<file path="src/assert_macros.svh">
// assertion macros used by the top-level rtl file of the two-class priority queue
// no dependencies; the bodies are empty when SYNTHESIS is defined
`ifndef ASSERT_MACROS_SVH
`define ASSERT_MACROS_SVH

`ifndef SYNTHESIS

// checked outside reset only
`define TPQ_ASSERT(lbl, clk, rstn, prop) \
  lbl: assert property (@(posedge clk) disable iff (!(rstn)) (prop)) \
    else $error("tpq assertion failed");

// checked at every edge, reset included
`define TPQ_ASSERT_ALWAYS(lbl, clk, prop) \
  lbl: assert property (@(posedge clk) (prop)) \
    else $error("tpq assertion failed");

`else

`define TPQ_ASSERT(lbl, clk, rstn, prop)
`define TPQ_ASSERT_ALWAYS(lbl, clk, prop)

`endif

`endif

</file>
<file path="src/tpq_pkg.sv">
// package of the two-class priority queue: item types, codes and defaults
// no dependencies
package tpq_pkg;

  localparam int unsigned QueueDepthDef = 16;
  localparam int unsigned TagWidthDef   = 32;
  localparam int unsigned TurnWidthDef  = 16;

  localparam int unsigned ModeW   = 2;
  localparam int unsigned InTagW  = 32;
  localparam int unsigned StatusW = 3;
  localparam int unsigned OutTurnW = 16;
  localparam int unsigned OutTagW = 32;

  typedef enum logic [ModeW-1:0] {
    MODE_PUSH_HIGH   = 2'd0,
    MODE_PUSH_NORMAL = 2'd1,
    MODE_SERVE       = 2'd2,
    MODE_SERVE_ALT   = 2'd3
  } mode_e;

  typedef enum logic [StatusW-1:0] {
    ST_ENQUEUED      = 3'd0,
    ST_DROPPED       = 3'd1,
    ST_SERVED_HIGH   = 3'd2,
    ST_SERVED_NORMAL = 3'd3,
    ST_NONE          = 3'd4
  } status_e;

  typedef struct packed {
    logic [ModeW-1:0]  mode;
    logic [InTagW-1:0] client_tag;
  } in_item_t;

  typedef struct packed {
    logic [StatusW-1:0]  status;
    logic [OutTurnW-1:0] turn_number;
    logic [OutTagW-1:0]  served_tag;
  } out_item_t;

  // request from the top level to one class chain
  typedef struct packed {
    logic push;
    logic pop;
  } chain_ctrl_t;

  // occupancy reported by one class chain
  typedef struct packed {
    logic empty;
    logic full;
  } chain_status_t;

endpackage

</file>
<file path="src/tpq_cell.sv">
// one storage cell of a class chain: holds a {turn, tag} entry
// loads a new entry or takes its right-hand neighbour's on a serve
module tpq_cell #(
  parameter int unsigned TAG_WIDTH  = tpq_pkg::TagWidthDef,
  parameter int unsigned TURN_WIDTH = tpq_pkg::TurnWidthDef
) (
  input  logic                  clk_i,
  input  logic                  load_i,
  input  logic                  shift_i,
  input  logic [TURN_WIDTH-1:0] new_turn_i,
  input  logic [TAG_WIDTH-1:0]  new_tag_i,
  input  logic [TURN_WIDTH-1:0] nbr_turn_i,
  input  logic [TAG_WIDTH-1:0]  nbr_tag_i,
  output logic [TURN_WIDTH-1:0] turn_o,
  output logic [TAG_WIDTH-1:0]  tag_o
);

  logic [TURN_WIDTH-1:0] turn_q, turn_d;
  logic [TAG_WIDTH-1:0]  tag_q, tag_d;

  always_comb begin
    turn_d = turn_q;
    tag_d  = tag_q;
    if (shift_i) begin
      turn_d = nbr_turn_i;
      tag_d  = nbr_tag_i;
    end else if (load_i) begin
      turn_d = new_turn_i;
      tag_d  = new_tag_i;
    end
  end

  always_ff @(posedge clk_i) begin
    turn_q <= turn_d;
    tag_q  <= tag_d;
  end

  assign turn_o = turn_q;
  assign tag_o  = tag_q;

endmodule

</file>
<file path="src/tpq_chain.sv">
// one priority class: a row of tpq_cell with the oldest entry in cell 0
// holds the fill count and the class turn counter; uses tpq_pkg
module tpq_chain #(
  parameter int unsigned QUEUE_DEPTH = tpq_pkg::QueueDepthDef,
  parameter int unsigned TAG_WIDTH   = tpq_pkg::TagWidthDef,
  parameter int unsigned TURN_WIDTH  = tpq_pkg::TurnWidthDef
) (
  input  logic                    clk_i,
  input  logic                    rst_ni,
  input  tpq_pkg::chain_ctrl_t    ctrl_i,
  input  logic [TAG_WIDTH-1:0]    tag_i,
  output tpq_pkg::chain_status_t  status_o,
  output logic [TURN_WIDTH-1:0]   next_turn_o,
  output logic [TURN_WIDTH-1:0]   head_turn_o,
  output logic [TAG_WIDTH-1:0]    head_tag_o
);

  localparam int unsigned CntW = $clog2(QUEUE_DEPTH + 1);

  logic [CntW-1:0]       count_q, count_d;
  logic [TURN_WIDTH-1:0] turn_q, turn_d;
  logic                  full, empty, do_push, do_pop;

  logic [TURN_WIDTH-1:0] cell_turn [QUEUE_DEPTH];
  logic [TAG_WIDTH-1:0]  cell_tag  [QUEUE_DEPTH];

  assign full    = (count_q == CntW'(QUEUE_DEPTH));
  assign empty   = (count_q == '0);
  assign do_push = ctrl_i.push && !full;
  assign do_pop  = ctrl_i.pop && !empty;

  for (genvar i = 0; i < QUEUE_DEPTH; i++) begin : g_cell
    logic [TURN_WIDTH-1:0] nbr_turn;
    logic [TAG_WIDTH-1:0]  nbr_tag;

    // the last cell has no neighbour; its entry is vacated on a serve
    if (i == QUEUE_DEPTH - 1) begin : g_last
      assign nbr_turn = '0;
      assign nbr_tag  = '0;
    end else begin : g_mid
      assign nbr_turn = cell_turn[i+1];
      assign nbr_tag  = cell_tag[i+1];
    end

    tpq_cell #(
      .TAG_WIDTH  (TAG_WIDTH),
      .TURN_WIDTH (TURN_WIDTH)
    ) u_cell (
      .clk_i      (clk_i),
      .load_i     (do_push && (count_q == CntW'(i))),
      .shift_i    (do_pop),
      .new_turn_i (turn_q),
      .new_tag_i  (tag_i),
      .nbr_turn_i (nbr_turn),
      .nbr_tag_i  (nbr_tag),
      .turn_o     (cell_turn[i]),
      .tag_o      (cell_tag[i])
    );
  end

  always_comb begin
    count_d = count_q;
    turn_d  = turn_q;
    // the turn is consumed even when the entry is dropped
    if (ctrl_i.push) begin
      turn_d = turn_q + TURN_WIDTH'(1);
    end
    if (do_push) begin
      count_d = count_q + CntW'(1);
    end else if (do_pop) begin
      count_d = count_q - CntW'(1);
    end
  end

  always_ff @(posedge clk_i or negedge rst_ni) begin
    if (!rst_ni) begin
      count_q <= '0;
      turn_q  <= TURN_WIDTH'(1);
    end else begin
      count_q <= count_d;
      turn_q  <= turn_d;
    end
  end

  assign status_o.empty = empty;
  assign status_o.full  = full;
  assign next_turn_o    = turn_q;
  assign head_turn_o    = cell_turn[0];
  assign head_tag_o     = cell_tag[0];

endmodule

</file>
<file path="src/two_class_priority_queue_top.sv">
// Two-class strict-priority queue.
// Input channel (in_valid_i, in_stall_o, in_item_i): mode 0 enqueues
// client_tag in the high class, mode 1 in the normal class, modes 2 and 3
// serve the oldest high entry, else the oldest normal entry.
// Output channel (out_valid_o, out_stall_i, out_item_o): one result item per
// request with status, turn number and served tag.
// The result is registered in the output register on acceptance.
// Throughput: one item per cycle while out_stall_i does not hold a waiting
// result; the addressed chain loads one cell or shifts all its cells in the
// accepting cycle and cell 0 always holds the head, so no request waits on another.
// Each class holds QUEUE_DEPTH entries; an enqueue to a full class is
// dropped with status dropped, its turn still consumed.
// Reset clears both fill counts and sets both turn counters to one; there is
// no clearing pass, the block accepts items as soon as reset is released.
// While out_stall_i holds a waiting result, in_stall_o is high and the
// result stays unchanged.
// Depends on tpq_pkg, tpq_chain, tpq_cell and assert_macros.svh.
`include "assert_macros.svh"

module two_class_priority_queue_top #(
  parameter int unsigned QUEUE_DEPTH = tpq_pkg::QueueDepthDef,
  parameter int unsigned TAG_WIDTH   = tpq_pkg::TagWidthDef,
  parameter int unsigned TURN_WIDTH  = tpq_pkg::TurnWidthDef
) (
  input  logic               clk_i,
  input  logic               rst_ni,
  input  logic               in_valid_i,
  output logic               in_stall_o,
  input  tpq_pkg::in_item_t  in_item_i,
  output logic               out_valid_o,
  input  logic               out_stall_i,
  output tpq_pkg::out_item_t out_item_o
);

  logic                   in_acc, serve;
  logic [TAG_WIDTH-1:0]   tag_in;
  tpq_pkg::chain_ctrl_t   hi_ctrl, no_ctrl;
  tpq_pkg::chain_status_t hi_st, no_st;
  logic [TURN_WIDTH-1:0]  hi_next, no_next, hi_turn, no_turn;
  logic [TAG_WIDTH-1:0]   hi_tag, no_tag;
  logic [TURN_WIDTH-1:0]  res_turn;
  logic [TAG_WIDTH-1:0]   res_tag;
  tpq_pkg::status_e       res_status;
  tpq_pkg::out_item_t     out_q, out_d;
  logic                   out_valid_q, out_valid_d;

  assign in_stall_o = out_valid_q && out_stall_i;
  assign in_acc     = in_valid_i && !in_stall_o;
  // serve is decoded by the high mode bit
  assign serve      = in_item_i.mode[1];

  // keep the low tag bits, zero-extend where storage is wider
  always_comb begin
    tag_in = '0;
    for (int b = 0; b < TAG_WIDTH && b < tpq_pkg::InTagW; b++) begin
      tag_in[b] = in_item_i.client_tag[b];
    end
  end

  always_comb begin
    hi_ctrl.push = in_acc && (in_item_i.mode == tpq_pkg::MODE_PUSH_HIGH);
    no_ctrl.push = in_acc && (in_item_i.mode == tpq_pkg::MODE_PUSH_NORMAL);
    hi_ctrl.pop  = in_acc && serve && !hi_st.empty;
    no_ctrl.pop  = in_acc && serve && hi_st.empty && !no_st.empty;
  end

  tpq_chain #(
    .QUEUE_DEPTH (QUEUE_DEPTH),
    .TAG_WIDTH   (TAG_WIDTH),
    .TURN_WIDTH  (TURN_WIDTH)
  ) u_high (
    .clk_i       (clk_i),
    .rst_ni      (rst_ni),
    .ctrl_i      (hi_ctrl),
    .tag_i       (tag_in),
    .status_o    (hi_st),
    .next_turn_o (hi_next),
    .head_turn_o (hi_turn),
    .head_tag_o  (hi_tag)
  );

  tpq_chain #(
    .QUEUE_DEPTH (QUEUE_DEPTH),
    .TAG_WIDTH   (TAG_WIDTH),
    .TURN_WIDTH  (TURN_WIDTH)
  ) u_normal (
    .clk_i       (clk_i),
    .rst_ni      (rst_ni),
    .ctrl_i      (no_ctrl),
    .tag_i       (tag_in),
    .status_o    (no_st),
    .next_turn_o (no_next),
    .head_turn_o (no_turn),
    .head_tag_o  (no_tag)
  );

  always_comb begin
    res_turn   = '0;
    res_tag    = '0;
    res_status = tpq_pkg::ST_NONE;
    case (in_item_i.mode)
      tpq_pkg::MODE_PUSH_HIGH: begin
        res_turn   = hi_next;
        res_status = hi_st.full ? tpq_pkg::ST_DROPPED : tpq_pkg::ST_ENQUEUED;
      end
      tpq_pkg::MODE_PUSH_NORMAL: begin
        res_turn   = no_next;
        res_status = no_st.full ? tpq_pkg::ST_DROPPED : tpq_pkg::ST_ENQUEUED;
      end
      default: begin
        if (!hi_st.empty) begin
          res_turn   = hi_turn;
          res_tag    = hi_tag;
          res_status = tpq_pkg::ST_SERVED_HIGH;
        end else if (!no_st.empty) begin
          res_turn   = no_turn;
          res_tag    = no_tag;
          res_status = tpq_pkg::ST_SERVED_NORMAL;
        end
      end
    endcase
  end

  // fit stored turn and tag to the fixed output field widths
  always_comb begin
    out_d = '0;
    out_d.status = res_status;
    for (int b = 0; b < TURN_WIDTH && b < tpq_pkg::OutTurnW; b++) begin
      out_d.turn_number[b] = res_turn[b];
    end
    for (int b = 0; b < TAG_WIDTH && b < tpq_pkg::OutTagW; b++) begin
      out_d.served_tag[b] = res_tag[b];
    end
  end

  always_comb begin
    out_valid_d = out_valid_q && out_stall_i;
    if (in_acc) begin
      out_valid_d = 1'b1;
    end
  end

  always_ff @(posedge clk_i or negedge rst_ni) begin
    if (!rst_ni) begin
      out_valid_q <= 1'b0;
    end else begin
      out_valid_q <= out_valid_d;
    end
  end

  always_ff @(posedge clk_i) begin
    if (in_acc) begin
      out_q <= out_d;
    end
  end

  assign out_valid_o = out_valid_q;
  assign out_item_o  = out_q;

  `TPQ_ASSERT(a_result_follows, clk_i, rst_ni, in_acc |=> out_valid_o)
  `TPQ_ASSERT(a_high_first, clk_i, rst_ni,
              in_acc && serve && !hi_st.empty |=>
              out_item_o.status == tpq_pkg::ST_SERVED_HIGH)
  `TPQ_ASSERT(a_full_drops, clk_i, rst_ni,
              hi_ctrl.push && hi_st.full |=>
              out_item_o.status == tpq_pkg::ST_DROPPED)
  `TPQ_ASSERT_ALWAYS(a_reset_idle, clk_i, !rst_ni |=> !out_valid_o)

endmodule

</file>
<file path="config.mk">
export PLATFORM = sky130hd
export DESIGN_NAME = two_class_priority_queue_top
export DESIGN_NICKNAME = d
export VERILOG_FILES = /design/src/tpq_pkg.sv /design/src/tpq_cell.sv /design/src/tpq_chain.sv /design/src/two_class_priority_queue_top.sv
export VERILOG_INCLUDE_DIRS = /design/src /design/src/src
export SDC_FILE = /design/constraint.sdc
export NUM_CORES = 2
export LEC_CHECK = 0
export BUFFER_PORTS_ARGS = -buffer_cell sky130_fd_sc_hd__buf_2
export CORE_MARGIN = 3
export CORE_UTILIZATION = 45
export DETAILED_ROUTE_END_ITERATION = 7
export PLACE_DENSITY = 0.65
export SLEW_MARGIN = 30
export SYNTH_ARGS = -nofsm -noshare
export SYNTH_HDL_FRONTEND = slang
export SYNTH_HIERARCHICAL = 1
export SYNTH_SLANG_ARGS = --single-unit
export TNS_END_PERCENT = 10
</file>
<file path="constraint.sdc">
create_clock -name clk_i -period 5.61 [get_ports clk_i]
set_clock_uncertainty 0.1 [all_clocks]
set_input_delay 1.4025 -clock clk_i [delete_from_list [all_inputs] [get_ports clk_i]]
set_output_delay 1.4025 -clock clk_i [all_outputs]
set_load 0.02 [all_outputs]
</file>
# Word level (Yosys, flattened, before mapping)
# Cells that the tools add are included.
# totals
register_bits	1630
input_bits	38
# classes
add_sub_neg	6
n_eq_ne	33
n_mux	135
reduce_logical	85
# ops
op	count
$mux W32	62
$mux W16	62
$eq A5 B4 Y1 const B	16
$reduce_bool A2 Y1	32
$logic_and A1 B1 Y1	44
$eq A5 B3 Y1 const B	8
$add A16 B1 Y16 const B	2
$pmux W16 S2	1
$eq A5 B2 Y1 const B	4
$mux W5	4
$add A5 B1 Y5 const B	2
$eq A5 B1 Y1 const B	2
$eq A5 B5 Y1 const B	2
$logic_not A5 Y1	2
$sub A5 B1 Y5 const B	2
$mux W3	2
$pmux W3 S2	1
$logic_not A1 Y1	5
$mux W1	3
$eq A2 B1 Y1 const B	1
$logic_not A2 Y1	1
$reduce_or A2 Y1	1

# Longest topological paths before layout
# depth
depth_word	9
mapped_depth	14
depth_no_buf	10

# Modules after synthesis
# Netlist, hierarchy kept.
# modules_own_cells
mod	n_inst	cells_each	area_per_inst_um2	seq_area_each_um2
tpq_cell	32	102	2067.0	1441.4
tpq_chain	2	125	1311.3	526.8
two_class_priority_queue_top	1	200	2537.4	1556.5

# Least setup slack after synthesis
# OpenSTA, ideal clock, no wires.
# synth_path
path_kind	input -> register
startpoint	in in_item_i[33] (netlist name)
endpoint	reg u_normal.g_cell[4].u_cell.tag_q[0] (enable)
setup_time_ps	408
arrival_time_ps	4404
required_time_ps	5102
path_slack_ps	698
path_stages	9
path_buffers	4
cell_sequence	buf_2 buf_1 nand2_1 nor2_1 nand2b_2 inv_2 buf_6 buf_6 or2_1
# synth_lines
item	line_no	source
start: declaration	two_class_priority_queue_top.sv:29	input tpq_pkg::in_item_t in_item_i,
end signal: assignment	tpq_cell.sv:35	tag_q <= tag_d;
end: declaration	tpq_cell.sv:19	logic [TAG_WIDTH-1:0] tag_q, tag_d;

==> results.toml <==
[layout]
drive_above_1_share = 0.4852
area_growth_pct = 11.19
fin_nets = 4000
stdcell_count = 6145

[clocking]
post-cts-setup-buffer-count = 0
ctsHoldBuffers = 0
cts_root_buffer = "clkbuf_16"
ctsResizeCount = 0
cts-htree-levels = 4
path_clk_slew_ns = 0.06
cts_buffer_depth = 3
cts_tree = "built"
clock_latency_ns = 0.79
numCtsBuffers = 166
clock-sinks = 1630

[floorplanning]
dieArea_sq_um = 163300
die_y_um = 404.1
core_area_sq_um = 156800
start_util = 0.4549
num_rows = 145
die_w_um = 404.1
ios = 91

[grt]
grt_usage = 0.1673
use_met1 = 0.2474
antenna_found_initial = 16
grt-ovfl-total = 0
grt_use_met2 = 0.2552
gr-usage-met3 = 0.02978
grt_busiest_layer = "met2"
grt_max_degree = 163
grt_pass1_wl_mm = 210.2
first_global_vias = 33490

[routing]
dr_total_vias = 32950
drt_iter0_drc = 2637
vias_per_cell = 5.361
ant_nets = 0
finalWirelength_mm = 136.9
drc = 0
drtPass1Iterations = 5
wl_per_cell_um = 22.28

[logic_synthesis]
ys.flop_type = "edfxtp_1"
synthDistinctLibCells = 50
yosys_warnings = 6
async_flop_share = 0.02638
synthTopCellsByArea = "edfxtp_1 (67%), mux2_2 (20%), mux2_4 (6.1%), dfrtp_1 (1.4%), buf_6 (1.1%)"
synthMostInstantiatedCell = "edfxtp_1"
synth_area_sq_um = 71300
yosys.area.top_type = "edfxtp_1"
ys_ff_latch = 1630
synth_top_cells_by_count = "edfxtp_1 (1587), mux2_2 (1250), mux2_4 (288)"
synth-edff-count = 1587
synth_top_cell_area_share = 0.6684
synth_area_per_cell_sq_um = 19.20
netlist_instances = 3714
ys_seq_area_frac = 0.6835

[critical_path]
critical_path_peak_fanout = 142
startpoint_type = "flip-flop"
slowest_stage = "buf_12"
cp.required_ns = 6.04
worstPathArrival_ns = 4.78
critPathKind = "flip-flop to flip-flop"
path_delay_family = "buffers and inverters"
crit_top_cell = "buf_4"
worst-path-buf-inv = 5
end_kind = "flip-flop"
cp_cell_sequence = "inv_1, ha_1, nor4b_4, buf_4, nor2b_1, buf_4, nand2_1, nor2_1, nand2b_2, inv_8, buf_12, mux2_2"
max_stage_delay_ns = 0.67

[placement]
dp.cells = 5838
dpl.hpwl_mm = 74.76
portBuffers = 90
gp_congestion = 0.7825

[sta]
fin_tns_setup_ns = 0
hold_viol = 0
min_period_ns = 4.352
final-setup-viol-count = 0
fin_crit_sh = 0.7757
worstMarginPinSlew_ns = 1.055
max_freq_mhz = 229.8
final-max-slew-violation-count = 0
fin_hold_ws_ns = 0.4323
rsz0062_at_grt = "no"
slew_headroom = 0.2969

[power_and_ir_drop]
p_leak_nw = 26.87
power_density_nw_per_um2 = 373.7
peakVddDrop_uv = 326.1
p_total_mw = 29.63

[min_path]
hold_class = "flip-flop to flip-flop"

[status]
status = "finished clean"

[job]
drv_cap = 0
-- routing by layer --
| layer | up-vias | part of all wire |
|---|---|---|
| li1 | 15130 | - |
| met1 | 17040 | 0.48 |
| met2 | 595 | 0.45 |
| met3 | 186 | 0.048 |
| met4 | 4 | 0.019 |
| met5 | - | 0.00025 |
-- sequential cells by signal, indices dropped and copies added, names as in the netlist --
| signal | cells |
|---|---|
| out_valid_o | 1 |
| u_high/count_q | 5 |
| u_high/next_turn_o | 16 |
| u_normal/g_cell.u_cell/turn_o | 256 |
| u_normal/count_q | 5 |
| u_normal/next_turn_o | 16 |
| u_high/g_cell.u_cell/tag_o | 512 |
| out_item_o | 51 |
| u_high/g_cell.u_cell/turn_o | 256 |
| u_normal/g_cell.u_cell/tag_o | 512 |
-- cell type report --
type                       count  area (sq um)
clock inverter                82         720.7
inverter                      12         60.06
multi-input combinational   1973         21250
fill                       12860         77470
timing repair buffer         165          1455
sequential                  1630         48740
clock buffer                 217          4462
tap                         2058          2575
antenna                        8         20.02
-- worst reg2reg max path: cells and delay by family (launching register included) --
family	cells	cell delay, ns
fa+ha+maj	1	0.31
mux	1	0.58
flops	1	0.45
buf+inv	5	1.73
simple gates	5	0.95
-- per-stage QoR --
stage | util | area [sq um] | setup slack, ns
after floorplan | - | 71660 | 0.6982
after global placement | 0.4725 | 74070 | 1.287
after detailed placement | 0.4725 | 74070 | 1.243
after CTS | 0.5056 | 79250 | 1.314
after global routing | 0.5057 | 79260 | 0.9843
final | 0.5058 | 79280 | 1.258
-- power breakdown --
part | internal, mW | total (mW) | leakage (nW) | switching, mW
clock | 6.14 | 10.7 | 2.53 | 4.52
combinational | 1.73 | 3.71 | 9.03 | 1.98
sequential | 14.8 | 15.3 | 15.3 | 0.486
total | 22.6 | 29.6 | 26.9 | 6.98
-- kinds of logic after synthesis --
family	count (synthesis)	synth area share
buffers and inverters	205	0.02379
XOR/XNOR	36	0.004422
multiplexers	1545	0.2590
AND/OR/NAND/NOR	195	0.01749
flip-flops	1630	0.6835
other	2	0.0001053
AO/OA/AOI/OAI	87	0.009212
adder cells (fa/ha/maj)	14	0.002457
-- cell usage in the layout, fill, tap and decap left out, types with 11 or more instances in the layout --
cell / synthesis / final
conb_1: 2 / 96
and3_1: 14 / 14
edfxtp_1: 1587 / 1587
mux2_2: 1250 / 1250
dfrtp_1: 41 / 37
a22o_1: 32 / 32
a211oi_1: 16 / 16
clkinv_2: 0 / 19
nor2b_1: 28 / 27
buf_4: 102 / 39
xnor2_1: 14 / 14
nor3_1: 11 / 11
ha_1: 14 / 14
nand4_1: 12 / 12
clkbuf_16: 0 / 171
buf_12: 0 / 35
and2_1: 17 / 16
nor2_1: 17 / 17
nand2_1: 23 / 23
buf_2: 9 / 90
clkbuf_1: 10 / 45
a21oi_1: 30 / 30
mux2_4: 288 / 288
or2_2: 0 / 26
xor2_1: 22 / 22
bufinv_16: 0 / 12
clkinv_1: 0 / 39
-- path summary, 6_finish.rpt --
kind | startpoint | end | slack (ns) | depth (start not counted)
min in group asynchronous | rst_ni | out_valid_o$_DFF_PN0_ | 0.63 | 2
setup reg to reg | u_high/count_q[0]$_DFFE_PN0P_ | u_normal/g_cell[13].u_cell/turn_o[13]$_DFFE_PP_ | 1.26 | 12
setup / recovery | u_high/count_q[0]$_DFFE_PN0P_ | u_normal/g_cell[13].u_cell/turn_o[13]$_DFFE_PP_ | 1.26 | 12
max in group asynchronous | rst_ni | u_normal/next_turn_o[4]$_DFFE_PN0P_ | 4.31 | 2
hold reg to reg | u_normal/g_cell[15].u_cell/tag_o[29]$_DFFE_PP_ | u_normal/g_cell[14].u_cell/tag_o[29]$_DFFE_PP_ | 0.43 | 1
hold / removal | u_normal/g_cell[15].u_cell/tag_o[29]$_DFFE_PP_ | u_normal/g_cell[14].u_cell/tag_o[29]$_DFFE_PP_ | 0.43 | 1
Power figures use the tool's default switching activity.
